### src/design/crf_pkg.sv
`timescale 1ns / 1ps

package crf_pkg;

	localparam int NUM_FRAMES_DEF = 16;
	localparam int PID_W = 16;

	localparam logic [1:0] FUNC_ALLOC = 2'd0;
	localparam logic [1:0] FUNC_EVICT = 2'd1;
	localparam logic [1:0] FUNC_FREE  = 2'd2;

	localparam logic [0:0] STATUS_OK   = 1'b0;
	localparam logic [0:0] STATUS_FULL = 1'b1;

	typedef struct packed {
		logic [1:0]       func;
		logic [PID_W-1:0] pid;
	} crf_in_t;

	typedef struct packed {
		logic [3:0]       frame;
		logic [0:0]       status;
		logic [PID_W-1:0] victim_owner;
		logic [4:0]       frames_used;
	} crf_out_t;

	typedef struct packed {
		logic alloc_wr;
		logic rel;
		logic ref_clr;
	} crf_cmd_t;

endpackage

### src/design/crf_table.sv
`timescale 1ns / 1ps

module crf_table #(
	parameter int NUM_FRAMES = crf_pkg::NUM_FRAMES_DEF
) (
	input  logic                                   clk,
	input  logic                                   arst_n,
	input  crf_pkg::crf_cmd_t                      cmd,
	input  logic [$clog2(NUM_FRAMES)-1:0]          idx,
	input  logic [crf_pkg::PID_W-1:0]              pid,
	output logic                                   used_bit,
	output logic                                   ref_bit,
	output logic [crf_pkg::PID_W-1:0]              rd_data,
	output logic [$clog2(NUM_FRAMES+1)-1:0]        count
);
	import crf_pkg::*;

	localparam int CW = $clog2(NUM_FRAMES + 1);

	logic [PID_W-1:0]      mem_q [NUM_FRAMES];
	logic [PID_W-1:0]      rd_q;
	logic [NUM_FRAMES-1:0] used_q;
	logic [NUM_FRAMES-1:0] ref_q;
	logic [CW-1:0]         count_q;

	assign used_bit = used_q[idx];
	assign ref_bit  = ref_q[idx];
	assign rd_data  = rd_q;
	assign count    = count_q;

	always_ff @(posedge clk) begin
		if (cmd.alloc_wr) begin
			mem_q[idx] <= pid;
		end
		rd_q <= mem_q[idx];
	end

	always_ff @(posedge clk or negedge arst_n) begin
		if (!arst_n) begin
			used_q  <= '0;
			ref_q   <= '0;
			count_q <= '0;
		end else begin
			if (cmd.alloc_wr) begin
				used_q[idx] <= (pid != '0);
				ref_q[idx]  <= 1'b1;
				if (pid != '0 && !used_q[idx]) begin
					count_q <= count_q + CW'(1);
				end
			end else if (cmd.rel) begin
				used_q[idx] <= 1'b0;
				ref_q[idx]  <= 1'b0;
				if (used_q[idx]) begin
					count_q <= count_q - CW'(1);
				end
			end else if (cmd.ref_clr) begin
				ref_q[idx] <= 1'b0;
			end
		end
	end

`ifndef NO_ASSERTIONS
	a_count_matches: assert property (@(posedge clk) disable iff (!arst_n)
		$countones(used_q) == 32'(count_q))
		else $error("frame use count disagrees with the owned frames");
	a_count_bound: assert property (@(posedge clk) disable iff (!arst_n)
		32'(count_q) <= NUM_FRAMES)
		else $error("frame use count exceeds the table size");
	a_rel_decrements: assert property (@(posedge clk) disable iff (!arst_n)
		cmd.rel && !cmd.alloc_wr && used_q[idx] |=> count_q == $past(count_q) - CW'(1))
		else $error("releasing an owned frame did not lower the count");
`endif

endmodule

### src/design/crf_ctrl.sv
`timescale 1ns / 1ps

module crf_ctrl #(
	parameter int NUM_FRAMES = crf_pkg::NUM_FRAMES_DEF
) (
	input  logic                                   clk,
	input  logic                                   arst_n,
	input  logic                                   start,
	input  crf_pkg::crf_in_t                       req,
	output logic                                   idle,
	output logic                                   done,
	input  logic                                   take,
	output crf_pkg::crf_out_t                      res,
	output crf_pkg::crf_cmd_t                      cmd,
	output logic [$clog2(NUM_FRAMES)-1:0]          idx,
	output logic [crf_pkg::PID_W-1:0]              pid,
	input  logic                                   used_bit,
	input  logic                                   ref_bit,
	input  logic [crf_pkg::PID_W-1:0]              rd_data,
	input  logic [$clog2(NUM_FRAMES+1)-1:0]        count
);
	import crf_pkg::*;

	localparam int IW = $clog2(NUM_FRAMES);
	localparam logic [IW-1:0] LAST = IW'(NUM_FRAMES - 1);

	localparam logic [2:0] ST_IDLE    = 3'd0;
	localparam logic [2:0] ST_AL_SCAN = 3'd1;
	localparam logic [2:0] ST_EV_SCAN = 3'd2;
	localparam logic [2:0] ST_EV_READ = 3'd3;
	localparam logic [2:0] ST_FR_READ = 3'd4;
	localparam logic [2:0] ST_FR_CMP  = 3'd5;
	localparam logic [2:0] ST_DONE    = 3'd6;

	logic [2:0]       state_q;
	logic [IW-1:0]    idx_q;
	logic [IW-1:0]    hand_q;
	logic [PID_W-1:0] pid_q;
	logic [3:0]       frame_q;
	logic [0:0]       status_q;
	logic [PID_W-1:0] victim_q;
	logic [PID_W-1:0] owner;
	logic [IW-1:0]    hand_nxt;

	assign idle     = (state_q == ST_IDLE);
	assign done     = (state_q == ST_DONE);
	assign pid      = pid_q;
	assign owner    = used_bit ? rd_data : '0;
	assign hand_nxt = (hand_q == LAST) ? '0 : hand_q + IW'(1);
	assign idx      = (state_q == ST_EV_SCAN || state_q == ST_EV_READ) ? hand_q : idx_q;

	assign res.frame        = frame_q;
	assign res.status       = status_q;
	assign res.victim_owner = victim_q;
	assign res.frames_used  = 5'(count);

	always_comb begin
		cmd = '0;
		unique case (state_q)
			ST_AL_SCAN: cmd.alloc_wr = !used_bit;
			ST_EV_SCAN: cmd.ref_clr  = ref_bit;
			ST_EV_READ: cmd.rel      = 1'b1;
			ST_FR_CMP:  cmd.rel      = (owner == pid_q);
			default:    cmd          = '0;
		endcase
	end

	always_ff @(posedge clk) begin
		if (start) begin
			pid_q <= req.pid;
		end
	end

	always_ff @(posedge clk or negedge arst_n) begin
		if (!arst_n) begin
			state_q  <= ST_IDLE;
			idx_q    <= '0;
			hand_q   <= '0;
			frame_q  <= '0;
			status_q <= STATUS_OK;
			victim_q <= '0;
		end else begin
			unique case (state_q)
				ST_IDLE: begin
					if (start) begin
						idx_q    <= '0;
						frame_q  <= '0;
						status_q <= STATUS_OK;
						victim_q <= '0;
						case (req.func)
							FUNC_ALLOC: state_q <= ST_AL_SCAN;
							FUNC_EVICT: state_q <= ST_EV_SCAN;
							FUNC_FREE:  state_q <= ST_FR_READ;
							default:    state_q <= ST_DONE;
						endcase
					end
				end
				ST_AL_SCAN: begin
					if (!used_bit) begin
						frame_q <= 4'(idx_q);
						state_q <= ST_DONE;
					end else if (idx_q == LAST) begin
						status_q <= STATUS_FULL;
						state_q  <= ST_DONE;
					end else begin
						idx_q <= idx_q + IW'(1);
					end
				end
				ST_EV_SCAN: begin
					if (ref_bit) begin
						hand_q <= hand_nxt;
					end else begin
						state_q <= ST_EV_READ;
					end
				end
				ST_EV_READ: begin
					victim_q <= owner;
					frame_q  <= 4'(hand_q);
					hand_q   <= hand_nxt;
					state_q  <= ST_DONE;
				end
				ST_FR_READ: begin
					state_q <= ST_FR_CMP;
				end
				ST_FR_CMP: begin
					if (idx_q == LAST) begin
						state_q <= ST_DONE;
					end else begin
						idx_q   <= idx_q + IW'(1);
						state_q <= ST_FR_READ;
					end
				end
				ST_DONE: begin
					if (take) begin
						state_q <= ST_IDLE;
					end
				end
				default: state_q <= ST_IDLE;
			endcase
		end
	end

`ifndef NO_ASSERTIONS
	a_hand_range: assert property (@(posedge clk) disable iff (!arst_n)
		hand_q <= LAST)
		else $error("clock hand left the frame table");
	a_one_cmd: assert property (@(posedge clk) disable iff (!arst_n)
		$onehot0(cmd))
		else $error("more than one table operation in a cycle");
	a_alloc_ends: assert property (@(posedge clk) disable iff (!arst_n)
		cmd.alloc_wr |=> state_q == ST_DONE && status_q == STATUS_OK)
		else $error("allocation write did not complete the request");
	a_take_done: assert property (@(posedge clk) disable iff (!arst_n)
		take |-> done)
		else $error("result taken before the request finished");
`endif

endmodule

### src/design/clock_frame_replacement_top.sv
`timescale 1ns / 1ps

// Clock (second-chance) frame replacement table with NUM_FRAMES frames.
// Requests arrive on the in channel (in_valid, in_ready, in_data) and one
// result beat per request leaves on the out channel (out_valid, out_ready,
// out_data). Both channels use a valid/ready handshake.
// One request is worked on at a time; in_ready is high only while the
// sequencer is idle. An index counter walks the frame table one frame per
// cycle when allocating, and the clock hand does so when evicting:
//   allocate: scan from frame 0 to the first free frame, or to the last;
//   evict: skip frames given a second chance, then read the victim owner;
//   free: each owner is read from RAM and then compared, frame by frame;
//   unused code: no table access.
// A new request may be accepted in the cycle after the result is loaded.
// The result sits in an output register; while the receiver stalls, a
// finished request waits in the sequencer until the register is free.
// Reset empties the table, clears every reference bit, parks the clock hand
// at frame 0 and drops out_valid; no clearing pass is needed.

module clock_frame_replacement_top #(
	parameter int NUM_FRAMES = crf_pkg::NUM_FRAMES_DEF
) (
	input  logic              clk,
	input  logic              arst_n,
	input  logic              in_valid,
	output logic              in_ready,
	input  crf_pkg::crf_in_t  in_data,
	output logic              out_valid,
	input  logic              out_ready,
	output crf_pkg::crf_out_t out_data
);
	import crf_pkg::*;

	localparam int IW = $clog2(NUM_FRAMES);
	localparam int CW = $clog2(NUM_FRAMES + 1);

	logic             idle;
	logic             done;
	logic             take;
	logic             start;
	crf_out_t         res;
	crf_cmd_t         cmd;
	logic [IW-1:0]    idx;
	logic [PID_W-1:0] pid;
	logic             used_bit;
	logic             ref_bit;
	logic [PID_W-1:0] rd_data;
	logic [CW-1:0]    count;
	logic             out_valid_q;
	crf_out_t         out_data_q;

	assign in_ready  = idle;
	assign start     = in_valid && idle;
	assign take      = done && (!out_valid_q || out_ready);
	assign out_valid = out_valid_q;
	assign out_data  = out_data_q;

	crf_ctrl #(
		.NUM_FRAMES(NUM_FRAMES)
	) u_ctrl (
		.clk      (clk),
		.arst_n   (arst_n),
		.start    (start),
		.req      (in_data),
		.idle     (idle),
		.done     (done),
		.take     (take),
		.res      (res),
		.cmd      (cmd),
		.idx      (idx),
		.pid      (pid),
		.used_bit (used_bit),
		.ref_bit  (ref_bit),
		.rd_data  (rd_data),
		.count    (count)
	);

	crf_table #(
		.NUM_FRAMES(NUM_FRAMES)
	) u_table (
		.clk      (clk),
		.arst_n   (arst_n),
		.cmd      (cmd),
		.idx      (idx),
		.pid      (pid),
		.used_bit (used_bit),
		.ref_bit  (ref_bit),
		.rd_data  (rd_data),
		.count    (count)
	);

	always_ff @(posedge clk) begin
		if (take) begin
			out_data_q <= res;
		end
	end

	always_ff @(posedge clk or negedge arst_n) begin
		if (!arst_n) begin
			out_valid_q <= 1'b0;
		end else if (take) begin
			out_valid_q <= 1'b1;
		end else if (out_ready) begin
			out_valid_q <= 1'b0;
		end
	end

`ifndef NO_ASSERTIONS
	a_no_accept_busy: assert property (@(posedge clk) disable iff (!arst_n)
		in_valid && in_ready |=> !in_ready)
		else $error("request accepted while another is in progress");
	a_result_follows: assert property (@(posedge clk) disable iff (!arst_n)
		take |=> out_valid)
		else $error("finished request did not reach the output register");
	a_no_overwrite: assert property (@(posedge clk) disable iff (!arst_n)
		out_valid && !out_ready |=> $stable(out_data))
		else $error("stalled result beat was overwritten");
`endif

endmodule
### config.mk
export PLATFORM = sky130hd
export DESIGN_NAME = clock_frame_replacement_top
export DESIGN_NICKNAME = d
export VERILOG_FILES = /design/src/design/crf_pkg.sv /design/src/design/crf_table.sv /design/src/design/crf_ctrl.sv /design/src/design/clock_frame_replacement_top.sv
export SDC_FILE = /design/constraint.sdc
export NUM_CORES = 1
export LEC_CHECK = 0
export ABC_CLOCK_PERIOD_IN_PS = 12800
export BUFFER_PORTS_ARGS = -buffer_cell sky130_fd_sc_hd__buf_4
export CAP_MARGIN = 10
export CORE_ASPECT_RATIO = 0.75
export CORE_UTILIZATION = 50
export DETAILED_ROUTE_END_ITERATION = 7
export PLACE_DENSITY = 0.66
export SLEW_MARGIN = 20
export SYNTH_ARGS = -nofsm -noshare
export SYNTH_HDL_FRONTEND = slang
export SYNTH_HIERARCHICAL = 1
export SYNTH_SLANG_ARGS = --single-unit
export TNS_END_PERCENT = 20
### constraint.sdc
create_clock -name clk -period 12.8 [get_ports clk]
set_input_delay 2.56 -clock clk [delete_from_list [all_inputs] [get_ports clk]]
set_output_delay 2.56 -clock clk [all_outputs]
set_load 0.05 [all_outputs]
==> metrics.cfg <==
[floorplan]
num_rows = 54
pin_count = 50
initial_core_util_pct = 51.6
die_w_um = 203
dieArea_um2 = 31100
die_y_um = 153
fp.coreArea_um2 = 29500

[clocking]
cts_tree = yes
cts_buffer_depth = 3
postCtsHoldBufs = 0
clkSinkCount = 384
clk_latency_ns = 0.54
cts_setup_buffers = 0
cts_made_buffers = 38
clk_pin_slew_ns = 0.06
clock_tree.root_cell = clkbuf_16
cts.repair.resized = 0
h-tree-depth = 2

[layout]
diodes = 0
area_growth_pct = 14.3
nets = 917
fillCellCount = 2167
final_area_um2 = 17400
utilization_pct = 59.0
drive_above_1_share_pct = 26.7

[critical_path]
r2r_end = u_table/mem_q[10][9]
regToRegStartpoint = u_ctrl/state_q[1]
critPathKind = register to register
start_kind = register
r2r_slack_ns = 7.07
path_max_fanout = 50
crit_path_end_kind = register
rr_worst_depth = 11
critPathRequiredTime_ns = 13.03
cp.arrival_ns = 5.96

[synthesis]
yosysMostFrequentCell = edfxtp_1
syn_nets = 847
syn_inst = 819
synthArstFlopShare_pct = 18.2
synth_cell_types = 68
syn-cell-area_um2 = 15200
synthTopCellsByCount = edfxtp_1, mux4_2, o21ai_0, dfrtp_1, nor2_1
ys_seq_elements = 384
synth_top_area_cell = edfxtp_1
ys_seq_area_share_pct = 72.6
synth_edf_count = 298
synth_top_cell_area_share_pct = 58.9
netlist_top_cells_area = edfxtp_1, mux4_2, dfrtp_1
synth_ff_type = edfxtp_1
synth_warnings = 6
avgSynthCellArea_um2 = 18.5

[global_route]
grt_pass1_vias = 8146
gr-total-overflow = 0
grt_max_degree = 71
grt.total_usage_pct = 22.7
grt_pass1_wl_mm = 51.8
grt_antenna_before_repair = 0

[detailed_routing]
wl_mm = 33.8
drt_pre_antenna_iters = 7
drc = 0
ant_nets = 0
avgViaCountPerCell = 6.12
wl_per_cell_um = 25.8
drtIter0Drc = 954
num_vias = 8014

[timing]
slew_headroom_pct = 35.3
final_max_slew_viol_count = 0
fin_crit_sh_pct = 44.8
tns_ns = 0
rsz0062_at_grt = no
fmax_ghz = 0.175
setup_violations = 0
skew_ns = 0.0232
hold_viol = 0
setup_ws_ns = 7.07
finalCriticalPeriod_ns = 5.73
tightest_slew_ns = 0.968

[run]
cap_violations = 0

[worst_hold_path]
min-delay-start = u_ctrl/frame_q[2]
hold_depth = 0
min_to = out_data[24]
hold_path.class = register to register

[placement]
gp_congestion = 0.824
place_ws_ns = 7.04
port_buffers = 49
place_area_um2 = 16000
dpl.hpwl_mm = 21.4

[run_status]
status = complete, no violations

[power_and_ir_drop]
p_leak_nw = 5.97
power.density_nw_per_um2 = 244
peakVddDrop_v = 0.000112

==> cell families (layout without fill, tap and decap cells) <==
| family | Yosys count | count (layout) | share of synthesized area [%] |
|---|---|---|---|
| simple gates | 118 | 118 | 4.17 |
| xor+xnor | 12 | 12 | 0.692 |
| buf+inv | 55 | 153 | 1.89 |
| flops | 384 | 384 | 72.6 |
| compound gates | 143 | 143 | 5.83 |
| fa+ha+maj | 6 | 6 | 0.544 |
| mux | 101 | 101 | 14.3 |
==> flip-flops by register name, summed over array words and instances, names as in the netlist, named ones only <==
signal / cells
u_table/used_q: 16
u_ctrl/victim_q: 16
u_table/mem_q: 256
u_ctrl/pid: 16
u_ctrl/frame_q: 4
u_ctrl/idx_q: 4
u_ctrl/state_q: 3
out_data: 26
u_table/count: 5
u_ctrl/status_q: 1
out_valid: 1
u_table/rd_data: 16
u_ctrl/hand_q: 4
==> report_power, final <==
part,switching (mW),internal [mW],total (mW)
logic,0.776,0.580,1.36
registers,0.138,1.54,1.68
clock network,0.466,0.731,1.20
total,1.38,2.85,4.23
==> worst max-delay path: stages, from the launching register on <==
cell,delay [ns]
dfrtp_1,0.69
nand2b_1,0.30
mux2_4,0.68
buf_4,0.81
nor2b_1,0.23
a22oi_4,0.25
nand3_4,0.28
inv_1,0.18
and2_1,0.40
nand3b_1,0.33
nor2_1,0.84
buf_4,0.31
==> cells in the final DEF (no fill, tap or decap), types with 3 or more instances in the layout <==
cell type and instances:
a21oi_1 15, a22o_1 15, a22oi_1 4, a31oi_1 3, and3_1 5, buf_4 77, bufinv_16 6, clkbuf_1 3
clkbuf_16 42, clkbuf_8 3, clkinv_1 6, clkinv_2 7, dfrtp_1 70, dfxtp_1 16, edfxtp_1 298, ha_1 5
inv_1 7, mux2_4 6, mux4_1 4, mux4_2 85, nand2_1 19, nand2b_1 12, nand3_1 10, nor2_1 36
nor2b_1 7, nor3_1 3, nor4_1 5, o21ai_0 76, o21ai_1 3, o21bai_1 3, o22ai_1 5, o31ai_1 3
xnor2_1 8, xor2_1 4
==> layout make-up <==
| class | count | area [um^2] | share of cell area (%) |
|---|---|---|---|
| sequential | 384 | 11000 | 63.5 |
| multi-input combinational | 380 | 3890 | 22.4 |
| clock buffer | 48 | 1100 | 6.35 |
| timing repair buffer | 77 | 578 | 3.33 |
| tap | 392 | 490 | 2.82 |
| clock inverter | 20 | 249 | 1.43 |
| inverter | 8 | 30.0 | 0.173 |
==> through the flow <==
step,total power [mW],hold WS [ns],std cells
3_3_place_gp,3.02,0.436,1241
3_5_place_dp,3.06,0.439,1241
5_1_grt,4.42,0.462,1309
2_1_floorplan,2.68,0.425,819
4_1_cts,4.26,0.452,1309
6_report,4.23,0.447,1309
==> worst max path at each step <==
stage / start / to / slack (ns) / cells past startpoint
after floorplan: u_ctrl/state_q[1] / in_ready / 8.44 / 3
after global placement: u_ctrl/state_q[1] / u_table/mem_q[10][12] / 7.22 / 11
after detailed placement: u_ctrl/state_q[1] / u_table/mem_q[13][15] / 7.04 / 11
after CTS: u_ctrl/state_q[1] / u_table/mem_q[13][2] / 6.99 / 11
after global routing: u_ctrl/state_q[1] / u_table/mem_q[13][2] / 6.55 / 11
final: u_ctrl/state_q[1] / u_table/mem_q[10][9] / 7.07 / 11
==> layer usage <==
metal  vias up  wire [um]  track usage [%]
met1      4131      14500             33.1
li1       3425          -                -
met5         -          0                0
met2       399      15500             33.6
met3        59       3110             6.08
met4         0        665             6.62
Power figures use the tool's default switching activity.
